`src/rtl/sse_pkg.sv`:
```
// Shared constants, codes and defaults for the shake/switch event correlator.
package sse_pkg;

   localparam int DATA_W = 32;

   // Default ring depths, handed to the top level as parameter defaults.
   localparam int SSE_SHAKE_DEPTH  = 16;
   localparam int SSE_SWITCH_DEPTH = 16;

   // Register reset values.
   localparam logic [DATA_W-1:0] SHAKE_HOLDOFF_RST  = 32'd1000;
   localparam logic [DATA_W-1:0] SWITCH_HOLDOFF_RST = 32'd500;
   localparam logic [DATA_W-1:0] GAP_MIN_RST        = 32'd1000;
   localparam logic [DATA_W-1:0] GAP_SUM_MIN_RST    = 32'd10000;
   localparam logic [DATA_W-1:0] MATCH_WINDOW_RST   = 32'd1000;

   localparam int CSR_IDX_W = 3;

   typedef enum logic [CSR_IDX_W-1:0] {
      REG_SHAKE_HOLDOFF  = 3'd0,
      REG_SWITCH_HOLDOFF = 3'd1,
      REG_GAP_MIN        = 3'd2,
      REG_GAP_SUM_MIN    = 3'd3,
      REG_MATCH_WINDOW   = 3'd4
   } csr_index_type;

   typedef enum logic [1:0] {
      CMD_SHAKE   = 2'd0,
      CMD_SWITCH  = 2'd1,
      CMD_ANALYZE = 2'd2,
      CMD_CLEAR   = 2'd3
   } command_type;

endpackage

```
`src/rtl/sse_ram.sv`:
```
// Generic single-write, single-read RAM with a registered read port.
module sse_ram #(
   parameter int WIDTH = 32,
   parameter int DEPTH = 16,
   localparam int ADDR_W = (DEPTH > 1) ? $clog2(DEPTH) : 1
) (
   input  logic              clock,
   input  logic              wr_en,
   input  logic [ADDR_W-1:0] wr_addr,
   input  logic [WIDTH-1:0]  wr_data,
   input  logic              rd_en,
   input  logic [ADDR_W-1:0] rd_addr,
   output logic [WIDTH-1:0]  rd_data
);

   logic [WIDTH-1:0] mem [DEPTH];
   logic [WIDTH-1:0] rd_data_ff;

   always_ff @(posedge clock) begin
      if (wr_en) begin
         mem[wr_addr] <= wr_data;
      end
      if (rd_en) begin
         rd_data_ff <= mem[rd_addr];
      end
   end

   assign rd_data = rd_data_ff;

endmodule

```
`src/rtl/sse_ring.sv`:
```
// Timestamp ring: a RAM plus per-entry valid bits so that empty slots read as zero.
module sse_ring
   import sse_pkg::*;
#(
   parameter int WIDTH = DATA_W,
   parameter int DEPTH = SSE_SHAKE_DEPTH,
   localparam int ADDR_W = (DEPTH > 1) ? $clog2(DEPTH) : 1
) (
   input  logic              clock,
   input  logic              reset,
   input  logic              clear,
   input  logic              wr_en,
   input  logic [ADDR_W-1:0] wr_addr,
   input  logic [WIDTH-1:0]  wr_data,
   input  logic              rd_en,
   input  logic [ADDR_W-1:0] rd_addr,
   output logic [WIDTH-1:0]  rd_data
);

   logic [DEPTH-1:0] valid_ff;
   logic             rd_valid_ff;
   logic [WIDTH-1:0] ram_q;

   sse_ram #(
      .WIDTH (WIDTH),
      .DEPTH (DEPTH)
   ) u_ram (
      .clock   (clock),
      .wr_en   (wr_en),
      .wr_addr (wr_addr),
      .wr_data (wr_data),
      .rd_en   (rd_en),
      .rd_addr (rd_addr),
      .rd_data (ram_q)
   );

   // A slot that was never written since reset or the last clear reads as zero.
   always_ff @(posedge clock) begin
      if (reset || clear) begin
         valid_ff <= '0;
      end else if (wr_en) begin
         valid_ff[wr_addr] <= 1'b1;
      end
      if (reset) begin
         rd_valid_ff <= 1'b0;
      end else if (rd_en) begin
         rd_valid_ff <= valid_ff[rd_addr];
      end
   end

   assign rd_data = rd_valid_ff ? ram_q : '0;

endmodule

```
`src/rtl/shake_switch_event_correlator.sv`:
```
// Top level of the shake/switch event correlator: command decode, rings and analysis sequencer.
//
// Usage: a transaction is offered with start and taken at a clock edge where start is high
// and busy is low. req_command selects a vibration event, a switch event, analyze or clear;
// req_timestamp carries the event time. Event and clear transactions complete in the cycle
// they are taken and never raise busy, so they may follow one another every cycle.
// Analyze raises busy and produces exactly one result, shown for a single cycle with
// rsp_valid high; the receiver cannot hold it off. busy drops in the cycle the result is
// shown, so the next transaction may be offered alongside it.
// Analyze runs, with D = SHAKE_DEPTH and S = SWITCH_DEPTH, D-1 bubble sort passes through
// the vibration RAM, then a pass that sums the gaps, then the pair search over up to S switch
// entries, which stops at the first match. The single read port of the vibration RAM, one
// entry per cycle, sets the pace of each of these steps.
// Configuration registers are written through the csr_ port at any edge where csr_we is
// high; they should only change while busy is low.
// Synchronous reset restores the register defaults, empties both rings and zeroes the
// last-event times; no result is pending after reset.
module shake_switch_event_correlator
   import sse_pkg::*;
#(
   parameter int SHAKE_DEPTH  = SSE_SHAKE_DEPTH,
   parameter int SWITCH_DEPTH = SSE_SWITCH_DEPTH
) (
   input  logic                 clock,
   input  logic                 reset,
   // Command transaction.
   input  logic                 start,
   output logic                 busy,
   input  logic [1:0]           req_command,
   input  logic [DATA_W-1:0]    req_timestamp,
   // Result transaction.
   output logic                 rsp_valid,
   output logic                 rsp_match_found,
   output logic [DATA_W-1:0]    rsp_switch_time,
   output logic [DATA_W-1:0]    rsp_shake_time,
   // Configuration writes.
   input  logic                 csr_we,
   input  logic [CSR_IDX_W-1:0] csr_index,
   input  logic [DATA_W-1:0]    csr_wdata
);

   localparam int SH_AW = (SHAKE_DEPTH > 1) ? $clog2(SHAKE_DEPTH) : 1;
   localparam int SW_AW = (SWITCH_DEPTH > 1) ? $clog2(SWITCH_DEPTH) : 1;
   // The sequencer counter runs from 0 to SHAKE_DEPTH+1 within a pass.
   localparam int CNT_W = $clog2(SHAKE_DEPTH + 2);

   localparam logic [CNT_W-1:0] CNT_DEPTH = CNT_W'(SHAKE_DEPTH);
   localparam logic [CNT_W-1:0] CNT_LAST  = CNT_W'(SHAKE_DEPTH + 1);
   localparam logic [SH_AW-1:0] PASS_LAST = SH_AW'(SHAKE_DEPTH - 2);
   localparam logic [SH_AW-1:0] SH_TOP    = SH_AW'(SHAKE_DEPTH - 1);
   localparam logic [SW_AW-1:0] SW_TOP    = SW_AW'(SWITCH_DEPTH - 1);

   typedef enum logic [2:0] {
      ST_IDLE,
      ST_SORT,
      ST_GAP,
      ST_SW_RD,
      ST_SW_CHK,
      ST_SCAN
   } state_type;

   // Configuration registers.
   logic [DATA_W-1:0] shake_holdoff_ff;
   logic [DATA_W-1:0] switch_holdoff_ff;
   logic [DATA_W-1:0] gap_min_ff;
   logic [DATA_W-1:0] gap_sum_min_ff;
   logic [DATA_W-1:0] match_window_ff;

   // Event bookkeeping.
   logic [SH_AW-1:0]  shake_pos_ff;
   logic [SW_AW-1:0]  switch_pos_ff;
   logic [DATA_W-1:0] last_shake_ff;
   logic [DATA_W-1:0] last_switch_ff;

   // Sequencer state.
   state_type         state_ff, state_in;
   logic [CNT_W-1:0]  cnt_ff, cnt_in;
   logic [SH_AW-1:0]  pass_ff, pass_in;
   logic [DATA_W-1:0] carry_ff, carry_in;
   logic [DATA_W-1:0] prev_ff, prev_in;
   logic [DATA_W-1:0] sum_ff, sum_in;
   logic              sum_ok_ff, sum_ok_in;
   logic [SW_AW-1:0]  sw_idx_ff, sw_idx_in;
   logic [DATA_W-1:0] a_ff, a_in;
   logic              rsp_valid_ff, rsp_valid_in;
   logic              rsp_found_ff, rsp_found_in;
   logic [DATA_W-1:0] rsp_sw_ff, rsp_sw_in;
   logic [DATA_W-1:0] rsp_sh_ff, rsp_sh_in;

   logic              accept;
   logic              ev_shake_we;
   logic              ev_switch_we;
   logic              ring_clear;
   logic [DATA_W-1:0] shake_diff;
   logic [DATA_W-1:0] switch_diff;

   logic              sort_we;
   logic [SH_AW-1:0]  sort_waddr;
   logic [DATA_W-1:0] sort_wdata;
   logic [CNT_W-1:0]  cnt_m2;
   logic              sh_rd_en;
   logic [SH_AW-1:0]  sh_rd_addr;
   logic [DATA_W-1:0] sh_rd_data;
   logic              sw_rd_en;
   logic [SW_AW-1:0]  sw_rd_addr;
   logic [DATA_W-1:0] sw_rd_data;
   logic              sh_wr_en;
   logic [SH_AW-1:0]  sh_wr_addr;
   logic [DATA_W-1:0] sh_wr_data;

   logic [DATA_W-1:0] gap;
   logic [DATA_W-1:0] abs_diff;
   logic              finish;
   logic              found;
   logic              report;

   assign busy   = (state_ff != ST_IDLE);
   assign accept = start && !busy;

   // Event decode. Hold-off distances are taken modulo 2^32.
   assign shake_diff  = req_timestamp - last_shake_ff;
   assign switch_diff = req_timestamp - last_switch_ff;

   always_comb begin
      ev_shake_we  = 1'b0;
      ev_switch_we = 1'b0;
      ring_clear   = 1'b0;
      if (accept) begin
         case (req_command)
            CMD_SHAKE: begin
               ev_shake_we = (shake_diff >= shake_holdoff_ff);
            end
            CMD_SWITCH: begin
               ev_switch_we = (switch_diff > switch_holdoff_ff);
            end
            CMD_CLEAR: begin
               ring_clear = 1'b1;
            end
            default: begin
            end
         endcase
      end
   end

   always_ff @(posedge clock) begin
      if (reset) begin
         shake_holdoff_ff  <= SHAKE_HOLDOFF_RST;
         switch_holdoff_ff <= SWITCH_HOLDOFF_RST;
         gap_min_ff        <= GAP_MIN_RST;
         gap_sum_min_ff    <= GAP_SUM_MIN_RST;
         match_window_ff   <= MATCH_WINDOW_RST;
      end else if (csr_we) begin
         case (csr_index)
            REG_SHAKE_HOLDOFF:  shake_holdoff_ff  <= csr_wdata;
            REG_SWITCH_HOLDOFF: switch_holdoff_ff <= csr_wdata;
            REG_GAP_MIN:        gap_min_ff        <= csr_wdata;
            REG_GAP_SUM_MIN:    gap_sum_min_ff    <= csr_wdata;
            REG_MATCH_WINDOW:   match_window_ff   <= csr_wdata;
            default: begin
            end
         endcase
      end
   end

   // Write slots wrap at the ring depth; the last-event times survive a clear.
   always_ff @(posedge clock) begin
      if (reset) begin
         shake_pos_ff   <= '0;
         switch_pos_ff  <= '0;
         last_shake_ff  <= '0;
         last_switch_ff <= '0;
      end else begin
         if (ring_clear) begin
            shake_pos_ff  <= '0;
            switch_pos_ff <= '0;
         end
         if (ev_shake_we) begin
            last_shake_ff <= req_timestamp;
            shake_pos_ff  <= (shake_pos_ff == SH_TOP) ? '0 : shake_pos_ff + SH_AW'(1);
         end
         if (ev_switch_we) begin
            last_switch_ff <= req_timestamp;
            switch_pos_ff  <= (switch_pos_ff == SW_TOP) ? '0 : switch_pos_ff + SW_AW'(1);
         end
      end
   end

   // The vibration RAM is written by events while idle and by the sort while busy.
   assign sh_wr_en   = ev_shake_we || sort_we;
   assign sh_wr_addr = busy ? sort_waddr : shake_pos_ff;
   assign sh_wr_data = busy ? sort_wdata : req_timestamp;

   sse_ring #(
      .WIDTH (DATA_W),
      .DEPTH (SHAKE_DEPTH)
   ) u_shake_ring (
      .clock   (clock),
      .reset   (reset),
      .clear   (ring_clear),
      .wr_en   (sh_wr_en),
      .wr_addr (sh_wr_addr),
      .wr_data (sh_wr_data),
      .rd_en   (sh_rd_en),
      .rd_addr (sh_rd_addr),
      .rd_data (sh_rd_data)
   );

   sse_ring #(
      .WIDTH (DATA_W),
      .DEPTH (SWITCH_DEPTH)
   ) u_switch_ring (
      .clock   (clock),
      .reset   (reset),
      .clear   (ring_clear),
      .wr_en   (ev_switch_we),
      .wr_addr (switch_pos_ff),
      .wr_data (req_timestamp),
      .rd_en   (sw_rd_en),
      .rd_addr (sw_rd_addr),
      .rd_data (sw_rd_data)
   );

   assign cnt_m2 = cnt_ff - CNT_W'(2);
   assign gap    = sh_rd_data - prev_ff;
   assign abs_diff = (a_ff >= sh_rd_data) ? (a_ff - sh_rd_data) : (sh_rd_data - a_ff);

   // Analysis sequencer. In a sort pass the counter issues the read of entry cnt while
   // the data of entry cnt-1 returns; the larger value rides along in carry_ff and the
   // smaller one is written back to entry cnt-2, which is a bubble pass with one
   // write per entry. The final count of a pass stores the carried maximum.
   always_comb begin
      state_in     = state_ff;
      cnt_in       = cnt_ff;
      pass_in      = pass_ff;
      carry_in     = carry_ff;
      prev_in      = prev_ff;
      sum_in       = sum_ff;
      sum_ok_in    = sum_ok_ff;
      sw_idx_in    = sw_idx_ff;
      a_in         = a_ff;
      rsp_valid_in = 1'b0;
      rsp_found_in = rsp_found_ff;
      rsp_sw_in    = rsp_sw_ff;
      rsp_sh_in    = rsp_sh_ff;
      sort_we      = 1'b0;
      sort_waddr   = cnt_m2[SH_AW-1:0];
      sort_wdata   = carry_ff;
      sh_rd_en     = 1'b0;
      sh_rd_addr   = cnt_ff[SH_AW-1:0];
      sw_rd_en     = 1'b0;
      sw_rd_addr   = sw_idx_ff;
      finish       = 1'b0;
      found        = 1'b0;

      case (state_ff)
         ST_IDLE: begin
            if (accept && (req_command == CMD_ANALYZE)) begin
               state_in = ST_SORT;
               cnt_in   = '0;
               pass_in  = '0;
               sum_in   = '0;
            end
         end

         ST_SORT: begin
            sh_rd_en = (cnt_ff < CNT_DEPTH);
            if (cnt_ff == CNT_W'(1)) begin
               carry_in = sh_rd_data;
            end
            if (cnt_ff >= CNT_W'(2)) begin
               sort_we = 1'b1;
               if (cnt_ff != CNT_LAST) begin
                  if (carry_ff > sh_rd_data) begin
                     sort_wdata = sh_rd_data;
                  end else begin
                     sort_wdata = carry_ff;
                     carry_in   = sh_rd_data;
                  end
               end
            end
            if (cnt_ff == CNT_LAST) begin
               cnt_in = '0;
               if (pass_ff == PASS_LAST) begin
                  state_in = ST_GAP;
               end else begin
                  pass_in = pass_ff + SH_AW'(1);
               end
            end else begin
               cnt_in = cnt_ff + CNT_W'(1);
            end
         end

         ST_GAP: begin
            // Adjacent sorted entries, both nonzero, contribute gaps above gap_min.
            sh_rd_en = (cnt_ff < CNT_DEPTH);
            if (cnt_ff != '0) begin
               prev_in = sh_rd_data;
            end
            if ((cnt_ff >= CNT_W'(2)) && (prev_ff != '0) && (sh_rd_data != '0) &&
                (gap > gap_min_ff)) begin
               sum_in = sum_ff + gap;
            end
            if (cnt_ff == CNT_DEPTH) begin
               state_in  = ST_SW_RD;
               sw_idx_in = '0;
            end else begin
               cnt_in = cnt_ff + CNT_W'(1);
            end
         end

         ST_SW_RD: begin
            sw_rd_en  = 1'b1;
            sum_ok_in = (sum_ff > gap_sum_min_ff);
            state_in  = ST_SW_CHK;
         end

         ST_SW_CHK: begin
            a_in = sw_rd_data;
            if (sw_rd_data == '0) begin
               if (sw_idx_ff == SW_TOP) begin
                  finish = 1'b1;
               end else begin
                  sw_idx_in = sw_idx_ff + SW_AW'(1);
                  state_in  = ST_SW_RD;
               end
            end else begin
               cnt_in   = '0;
               state_in = ST_SCAN;
            end
         end

         ST_SCAN: begin
            // Stream the sorted vibration ring against one switch timestamp.
            sh_rd_en = (cnt_ff < CNT_DEPTH);
            if ((cnt_ff != '0) && (sh_rd_data != '0) && (abs_diff < match_window_ff)) begin
               finish = 1'b1;
               found  = 1'b1;
            end else if (cnt_ff == CNT_DEPTH) begin
               if (sw_idx_ff == SW_TOP) begin
                  finish = 1'b1;
               end else begin
                  sw_idx_in = sw_idx_ff + SW_AW'(1);
                  state_in  = ST_SW_RD;
               end
            end else begin
               cnt_in = cnt_ff + CNT_W'(1);
            end
         end

         default: begin
            state_in = ST_IDLE;
         end
      endcase

      report = found && sum_ok_ff;
      if (finish) begin
         state_in     = ST_IDLE;
         rsp_valid_in = 1'b1;
         rsp_found_in = report;
         rsp_sw_in    = report ? a_ff : '0;
         rsp_sh_in    = report ? sh_rd_data : '0;
      end
   end

   always_ff @(posedge clock) begin
      if (reset) begin
         state_ff     <= ST_IDLE;
         cnt_ff       <= '0;
         pass_ff      <= '0;
         sum_ok_ff    <= 1'b0;
         sw_idx_ff    <= '0;
         rsp_valid_ff <= 1'b0;
      end else begin
         state_ff     <= state_in;
         cnt_ff       <= cnt_in;
         pass_ff      <= pass_in;
         sum_ok_ff    <= sum_ok_in;
         sw_idx_ff    <= sw_idx_in;
         rsp_valid_ff <= rsp_valid_in;
      end
      carry_ff     <= carry_in;
      prev_ff      <= prev_in;
      sum_ff       <= sum_in;
      a_ff         <= a_in;
      rsp_found_ff <= rsp_found_in;
      rsp_sw_ff    <= rsp_sw_in;
      rsp_sh_ff    <= rsp_sh_in;
   end

   assign rsp_valid       = rsp_valid_ff;
   assign rsp_match_found = rsp_found_ff;
   assign rsp_switch_time = rsp_sw_ff;
   assign rsp_shake_time  = rsp_sh_ff;

endmodule
```
`config.mk`:
```
export PLATFORM = sky130hd
export DESIGN_NAME = shake_switch_event_correlator
export DESIGN_NICKNAME = d
export VERILOG_FILES = /design/src/rtl/sse_pkg.sv /design/src/rtl/sse_ram.sv /design/src/rtl/sse_ring.sv /design/src/rtl/shake_switch_event_correlator.sv
export SDC_FILE = /design/constraint.sdc
export NUM_CORES = 2
export LEC_CHECK = 0
export ABC_CLOCK_PERIOD_IN_PS = 20000
export BUFFER_PORTS_ARGS = -buffer_cell sky130_fd_sc_hd__buf_2
export CORE_MARGIN = 3
export CORE_UTILIZATION = 50
export CTS_CLUSTER_DIAMETER = 100
export DETAILED_ROUTE_END_ITERATION = 6
export GPL_TIMING_DRIVEN = 0
export PLACE_DENSITY = 0.74
export RECOVER_POWER = 25
export SETUP_SLACK_MARGIN = 0.3
export SLEW_MARGIN = 20
export SYNTH_ARGS = -nofsm -noshare
export SYNTH_HDL_FRONTEND = slang
export SYNTH_SLANG_ARGS = --single-unit
```
`constraint.sdc`:
```
create_clock -name clock -period 20 [get_ports clock]
set_input_delay 1 -clock clock [delete_from_list [all_inputs] [get_ports clock]]
set_output_delay 1 -clock clock [all_outputs]
set_load 0.01 [all_outputs]
```
== Yosys cells after proc, flatten, opt, wreduce, memory -nomap -nowiden ==
Memory sizes are Yosys's and may differ from the RTL's. A register that Yosys moved wholly into a read port is not among the register bits.
Index checks and enable logic that the tools add are counted.
Word-level totals
  flip-flop bits (word level): 477
  RAM bits: 1024
  output and inout port bits: 67
  logic and storage cells: 203
  memories kept: 2
Memories
  u_shake_ring.u_ram.mem: depth 16, width 32, rd ports 1, clocked after Yosys merged registers in 1, write ports 1, line sse_ram.sv:16  | logic [WIDTH-1:0] mem [DEPTH];
  u_switch_ring.u_ram.mem: depth 16, width 32, rd ports 1, clocked after Yosys merged registers in 1, write ports 1, line sse_ram.sv:16
Operators by class
  add/subtract/negate cells: 12
  magnitude comparators: 15
  eq/ne operators: 30
  multiplexer cells: 76
  bitwise logic cells: 2
  reductions and logical operators: 40
Operators with widths (count)
  2-to-1 mux 32 bit: 14
  subtractor 32 bit: 5
  greater-than comparator 32 bit: 4
  greater-or-equal comparator 32 bit: 2
  case mux 32 bit (2 select lines): 1
  nonzero test 32 bit: 2
  2-to-1 mux 4 bit: 14
  adder 32 bit: 1
  zero test 32 bit: 1
  < comparator 32 bit: 1
  OR 16 bit: 2
  2-to-1 mux 1 bit: 25
  2-to-1 mux 5 bit: 5
  case mux 5 bit (5 select lines): 1
  2-to-1 mux 3 bit: 8
  < comparator 4 x 5 -> 1 bit (second input constant): 4
  inequality test 2 bit (second input constant): 10
  case mux 3 bit (6 select lines): 1
  adder 4 x 1 -> 4 bit (second input constant): 4
  equality test 4 bit (second input constant): 4
  equality test 3 x 2 -> 1 bit (second input constant): 4
  case mux 4 bit (3 select lines): 1
  AND reduction 2 bit: 6
  equality test 5 bit (second input constant): 2
  29 further kinds: 53

== Depth between registers and ports, before layout ==
  word-level depth: 8
  mapped depth: 30
  mapped depth without buffers: 26

== By module ==
A second synthesis with hierarchy kept.
Second synthesis, totals
  cells, all modules: 5582
  area, all modules: 73663.1 um2
Modules (own cells, without submodules)
  shake_switch_event_correlator: instances 1, cells each 3678, area each 31417.6 um2, seq. area each 10800.4 um2
  sse_ram (u_shake_ring.u_ram): instances 1, cells each 838, area each 20174.3 um2, seq. area each 16335.7 um2
  sse_ram (u_switch_ring.u_ram): instances 1, cells each 838, area each 20155.6 um2, seq. area each 16335.7 um2
  sse_ring (u_switch_ring): instances 1, cells each 115, area each 964.7 um2, seq. area each 340.3 um2
  sse_ring (u_shake_ring): instances 1, cells each 113, area each 950.9 um2, seq. area each 340.3 um2

== Least setup slack after synthesis ==
Ideal clock, no wire load.
  kind: input -> register
  start: input port req_timestamp[0]
  end: memory u_switch_ring.u_ram.mem[7][0] (enable)
  data arrival time: 7806 ps
  required time: 19532 ps
  setup slack: 11726 ps
  stages: 22
  cells stage by stage: inv_1 > ha_1 > inv_1 > fa_1 > a21o_1 > a21oi_1 > o21a_1 > o32ai_1 > a221o_1 > a221o_1 > a211oi_2 > o31ai_1 > a21oi_1 > xnor2_1 > ha_1 > nand4_1 > or2_2 > nor4b_1 > o21ai_0 > o211ai_1 > nand3_1 > nor3b_1
On the way
  cells in the longest elaborated chain, start to end: 6
RTL lines
  start, declared: line shake_switch_event_correlator.sv:30  | input logic [DATA_W-1:0] req_timestamp,
  subtractor 32 bit: line shake_switch_event_correlator.sv:122  | assign switch_diff = req_timestamp - last_switch_ff;
  greater-than comparator 32 bit: line shake_switch_event_correlator.sv:134  | ev_switch_we = (switch_diff > switch_holdoff_ff);
  2-to-1 mux 1 bit: line shake_switch_event_correlator.sv:129  | case (req_command)
  2-to-1 mux 1 bit: line shake_switch_event_correlator.sv:128  | if (accept) begin
  2-to-1 mux 1 bit: line sse_ram.sv:20  | if (wr_en) begin
  2-to-1 mux 1 bit (not written as such): line sse_ram.sv:21  | mem[wr_addr] <= wr_data;
  end, declared: line sse_ram.sv:16
No other way between the ends.

== Worst setup path in the final report ==
  start: register u_shake_ring.rd_valid_ff
  end: register rsp_sw_ff[0] (netlist: rsp_switch_time[0]) (data pin)
On the way
  cells in the longest elaborated chain, start to end: 8
  elaborated cells on any way between the ends: 12
  those cells by class: add/sub (2); order compare (2); mux (4); reduce/logical (4)
RTL lines
  start, declared: line sse_ring.sv:21  | logic rd_valid_ff;
  start signal, assigned: line sse_ring.sv:47  | rd_valid_ff <= valid_ff[rd_addr];
  2-to-1 mux 32 bit *: line sse_ring.sv:51  | assign rd_data = rd_valid_ff ? ram_q : '0;
  named net sh_rd_data[9]: line shake_switch_event_correlator.sv:103  | logic [DATA_W-1:0] sh_rd_data;
  subtractor 32 bit / greater-or-equal comparator 32 bit (equally long branches): line shake_switch_event_correlator.sv:225  | assign abs_diff = (a_ff >= sh_rd_data) ? (a_ff - sh_rd_data) : (sh_rd_data - a_ff);
  2-to-1 mux 32 bit: line shake_switch_event_correlator.sv:225
  < comparator 32 bit: line shake_switch_event_correlator.sv:335  | if ((cnt_ff != '0) && (sh_rd_data != '0) && (abs_diff < match_window_ff)) begin
  logical AND 1 bit *: line shake_switch_event_correlator.sv:335
  2-to-1 mux 1 bit *: line shake_switch_event_correlator.sv:335
  2-to-1 mux 1 bit *: line shake_switch_event_correlator.sv:255  | case (state_ff)
  logical AND 1 bit *: line shake_switch_event_correlator.sv:355  | report = found && sum_ok_ff;
  end signal, assigned: line shake_switch_event_correlator.sv:386  | rsp_sw_ff <= rsp_sw_in;
  end, declared: line shake_switch_event_correlator.sv:87  | logic [DATA_W-1:0] rsp_sw_ff, rsp_sw_in;
Mark *: on every way through the listed nets, which the timed path passes. The rest lies on a longest branch.
A chain may end at the register's enable or synchronous reset.

==> tab_implementation.tex <==
\begin{tabular}{lr}
\hline
Metric & Value \\
\hline
\multicolumn{2}{l}{\textbf{Finish}} \\
Final std cell area, no fill & 83500 um2 \\
Synthesis-to-layout area growth & 13.0\% \\
Fraction of final layout cells with drive strength greater than 1 & 12.8\% \\
Layout Nets & 6573 \\
Final non-filler cell total & 8153 \\
\multicolumn{2}{l}{\textbf{Place}} \\
Buffers on Ports & 139 \\
Number of placed instances with taps included & 7856 \\
Weighted congestion at the end of routability-driven global placement & 1.06 \\
Half-perimeter wire length after detailed placement & 161000 um \\
Post-Place Worst Slack & 11.39 ns \\
Total placed instance area & 78200 um2 \\
\multicolumn{2}{l}{\textbf{Drt}} \\
Avg WL per Cell & 27.9 um \\
Violation count after the first detailed-routing iteration & 6207 \\
Number of iterations in the first detailed-routing pass & 6 \\
Via-per-instance ratio & 6.23 \\
Total routed wirelength & 227000 um \\
Residual antenna-violating net count after detailed routing & 0 \\
DRC violations left & 0 \\
Vias post-DR & 50800 \\
\multicolumn{2}{l}{\textbf{Synth}} \\
Synthesized flop and latch total & 1565 \\
Primary FF master, synth & edfxtp\_1 \\
Post-Syn Nets & 6209 \\
Number of enable-type register cells in the synthesized netlist & 1281 \\
Synthesis Warnings & 0 \\
Seq/Total Area, Yosys & 59.7\% \\
Synth async-reset ratio & 0\% \\
Avg Synthesized Cell Area & 12.9 um2 \\
Summed instance area of the synthesized netlist & 73900 um2 \\
Share of the synthesized area in the top cell type & 52.1\% \\
Mapped Cells & 5738 \\
Netlist cell types & 83 \\
Synth area leader & edfxtp\_1 \\
Top area cells in the synthesized netlist & edfxtp\_1 (52\%), dfxtp\_1 (7.7\%), mux4\_2 (7.1\%), ha\_1 (6.6\%), a21oi\_1 (3.1\%) \\
\multicolumn{2}{l}{\textbf{Critical path}} \\
Data arrival time of the worst path & 9.09 ns \\
Crit-path max cell delay & 0.56 ns \\
Most numerous cell on the critical path & clkbuf\_1 \\
Worst Path Class, Setup & reg -> reg \\
Setup crit start kind & flip-flop \\
Reg2Reg Launch Point & u\_shake\_ring.rd\_valid\_ff\$\_SDFFE\_PP0P\_ \\
Library cell contributing the largest single delay on the critical path & nand2\_1 \\
Worst reg-to-reg setup slack & 11.48 ns \\
Reg2Reg Depth & 28 \\
Data required time at the worst endpoint & 20.57 ns \\
Largest fanout on the critical path & 10 \\
Critical Path Start & u\_shake\_ring.rd\_valid\_ff\$\_SDFFE\_PP0P\_ \\
Worst setup EP type & flip-flop \\
Destination of the critical timing path & rsp\_switch\_time[0]\$\_SDFFCE\_PN0P\_ \\
Crit Reg-Reg Endpoint & rsp\_switch\_time[0]\$\_SDFFCE\_PN0P\_ \\
\multicolumn{2}{l}{\textbf{Clock network}} \\
Master cell of the clock root buffer & clkbuf\_16 \\
Skew-Pair Late Insertion Delay & 0.82 ns \\
Clock tree from TritonCTS & done \\
Number of clock buffers inserted by TritonCTS & 158 \\
CTS clk-pin slew, worst paths & 0.06 ns \\
Post-CTS setup buffers & 0 \\
Number of hold buffers added after CTS & 0 \\
Clock Sinks & 1565 \\
H-Tree Level Count & 4 \\
Number of gates resized after cts & 0 \\
Clock Path Buffers & 3 \\
\multicolumn{2}{l}{\textbf{Timing}} \\
Fmax & 0.117 GHz \\
Setup clock skew after layout & 0.0363 ns \\
Relative max-transition margin & -17.8\% \\
Unrepaired setup endpoints after global routing & no \\
Slew @ Worst Pin & 1.77 ns \\
TNS Setup & 0 ns \\
Endpoints failing setup & 0 \\
Final hold viol count & 0 \\
Post-route worst setup slack & 11.48 ns \\
Final critical path time including I/O delays and setup & 8.52 ns \\
Share of the clock period used by the worst path & 42.6\% \\
Number of max-slew violations in the final report & 263 \\
\multicolumn{2}{l}{\textbf{Global routing}} \\
Total global-route track usage & 29.7\% \\
Number of antenna violations at the first check in global routing & 16 \\
Aggregate global routing overflow & 0 \\
Maximum number of pins on one net before global-route repair & 51 \\
Vias in the first global route & 49900 \\
First-pass GRT wire length & 331000 um \\
\multicolumn{2}{l}{\textbf{Min path}} \\
Min-delay worst type & reg -> reg \\
Number of cells on the worst hold path & 2 \\
\multicolumn{2}{l}{\textbf{Floorplanning}} \\
Top-level port count & 140 \\
Initial core utilization & 50.5\% \\
Number of rows created at floorplan & 140 \\
Chip height & 390 um \\
Width of the die & 390 um \\
Area of the die & 152000 um2 \\
Core footprint & 146000 um2 \\
\multicolumn{2}{l}{\textbf{Power and ir drop}} \\
IR Drop Worst-Case VDD & 95.1 uV \\
PD cells & 105 nW/um2 \\
Standby leakage power & 29.1 nW \\
Total power & 0.00876 W \\
\multicolumn{2}{l}{\textbf{Outcome}} \\
Outcome & complete, but fails checks \\
Violated checks & max-capacitance violations, max-slew violations \\
\multicolumn{2}{l}{\textbf{Flow run}} \\
Count of maximum capacitance violations & 12 \\
\hline
\end{tabular}
worst max-delay path: cells and delay by family (launching register included):
family          cells  cell delay [ns]
fa+ha+maj           2             0.46
mux                 1             0.25
buf+inv             9             3.22
compound gates      8             1.63
simple gates        7             2.17
flops               1             0.31
xor+xnor            1             0.24
cells in the mapped netlist (31+ instances only):
| cell type | instances |
|---|---|
| clkbuf_1 | 197 |
| inv_1 | 386 |
| mux2_2 | 59 |
| nor3_1 | 31 |
| and3_1 | 35 |
| a22oi_1 | 35 |
| mux4_2 | 234 |
| xor2_1 | 43 |
| edfxtp_1 | 1281 |
| nand4_1 | 65 |
| nand3_1 | 91 |
| xnor2_1 | 100 |
| a21o_1 | 155 |
| o21a_1 | 52 |
| nand2_1 | 554 |
| a221oi_1 | 38 |
| and2_1 | 47 |
| dfxtp_1 | 284 |
| o21ai_1 | 34 |
| nor4_1 | 31 |
| a21oi_1 | 464 |
| nor2_1 | 330 |
| mux2i_1 | 153 |
| ha_1 | 392 |
| buf_1 | 33 |
| o21ai_0 | 238 |
| nor2b_1 | 46 |
placed cells by master (no fill, tap or decap), types with 43 or more instances in the layout:
| master | instances |
|---|---|
| a21o_1 | 155 |
| a21oi_1 | 463 |
| buf_2 | 109 |
| clkbuf_1 | 281 |
| clkbuf_16 | 163 |
| dfxtp_1 | 284 |
| edfxtp_1 | 1281 |
| ha_1 | 392 |
| inv_1 | 385 |
| mux2_2 | 59 |
| mux2i_1 | 153 |
| mux4_2 | 234 |
| nand2_1 | 554 |
| nand3_1 | 91 |
| nand4_1 | 65 |
| nor2_1 | 316 |
| nor2b_1 | 46 |
| o21a_1 | 52 |
| o21ai_0 | 236 |
| xnor2_1 | 100 |
| xor2_1 | 43 |
cells by family (layout without fill, tap and decap cells):
logic type,after synthesis,in the layout,share of synthesized area (%)
buffers and inverters,641,1133,3.37
adders and majority gates,398,398,6.80
muxes,447,447,10.1
xor gates and xnor gates,144,144,1.73
DFF,1565,1565,59.7
AOI/OAI and AO/OA,1213,1213,10.1
and+or+nand+nor,1330,1330,8.16
other,0,6,0
metal layers:
layer  GRT usage, %  part of all wire, %  up-vias
li1               -                    -    22100
met1           37.7                   37    25000
met2           46.2                   46     2962
met3           7.39                   10      705
met4           17.7                  6.8        8
met5              0                0.025        -
worst min-delay path by stage:
| stage | start | end | slack (ns) |
|---|---|---|---|
| 2_1_floorplan | u_shake_ring.valid_ff[10]$_SDFFE_PP0N_ | u_shake_ring.valid_ff[10]$_SDFFE_PP0N_ | 0.42 |
| 3_3_place_gp | u_shake_ring.valid_ff[12]$_SDFFE_PP0N_ | u_shake_ring.valid_ff[12]$_SDFFE_PP0N_ | 0.43 |
| 3_5_place_dp | u_shake_ring.valid_ff[13]$_SDFFE_PP0N_ | u_shake_ring.valid_ff[13]$_SDFFE_PP0N_ | 0.44 |
| 4_1_cts | gap_sum_min_ff[19]$_SDFFE_PP0P_ | gap_sum_min_ff[19]$_SDFFE_PP0P_ | 0.45 |
| 5_1_grt | gap_min_ff[23]$_SDFFE_PP0P_ | gap_min_ff[23]$_SDFFE_PP0P_ | 0.47 |
| 6_report | gap_sum_min_ff[19]$_SDFFE_PP0P_ | gap_sum_min_ff[19]$_SDFFE_PP0P_ | 0.45 |
through the flow:
| stage | utilization (%) | hold slack [ns] |
|---|---|---|
| global placement | 52.6 | 0.433 |
| detailed placement | 53.5 | 0.444 |
| finish | 57.1 | 0.454 |
| floorplan | - | 0.420 |
| global route | 57.1 | 0.472 |
| CTS | 57.1 | 0.454 |
registers in the layout, summed over array words and instances, names as in the netlist, 5 cells and up:
| signal | cells |
|---|---|
| u_shake_ring.valid_ff | 16 |
| gap_min_ff | 32 |
| a_ff | 32 |
| u_switch_ring.u_ram.rd_data | 32 |
| carry_ff | 32 |
| shake_holdoff_ff | 32 |
| sum_ff | 32 |
| rsp_shake_time | 32 |
| switch_holdoff_ff | 32 |
| u_shake_ring.u_ram.rd_data | 32 |
| u_shake_ring.u_ram.mem | 512 |
| rsp_switch_time | 32 |
| match_window_ff | 32 |
| prev_ff | 32 |
| u_switch_ring.valid_ff | 16 |
| gap_sum_min_ff | 32 |
| u_switch_ring.u_ram.mem | 512 |
| last_shake_ff | 32 |
| cnt_ff | 5 |
| last_switch_ff | 32 |
power by group:
group | switching [W] | leakage (nW) | internal [W]
clock network | 0.00129 | 2.54 | 0.00171
logic | 0.00114 | 12.9 | 0.000638
registers | 0.000115 | 13.7 | 0.00386
total | 0.00255 | 29.1 | 0.00621
cell type report:
class / count / area, um2
fill: 11300 / 62800
sequential: 1565 / 44200
multi-input combinational: 3532 / 27500
clock buffer: 211 / 4360
tap: 1917 / 2400
timing repair buffer: 204 / 1700
inverter: 388 / 1460
buffer: 253 / 1040
clock inverter: 77 / 845
antenna: 6 / 15.0
(Power assumes the default switching activity.)
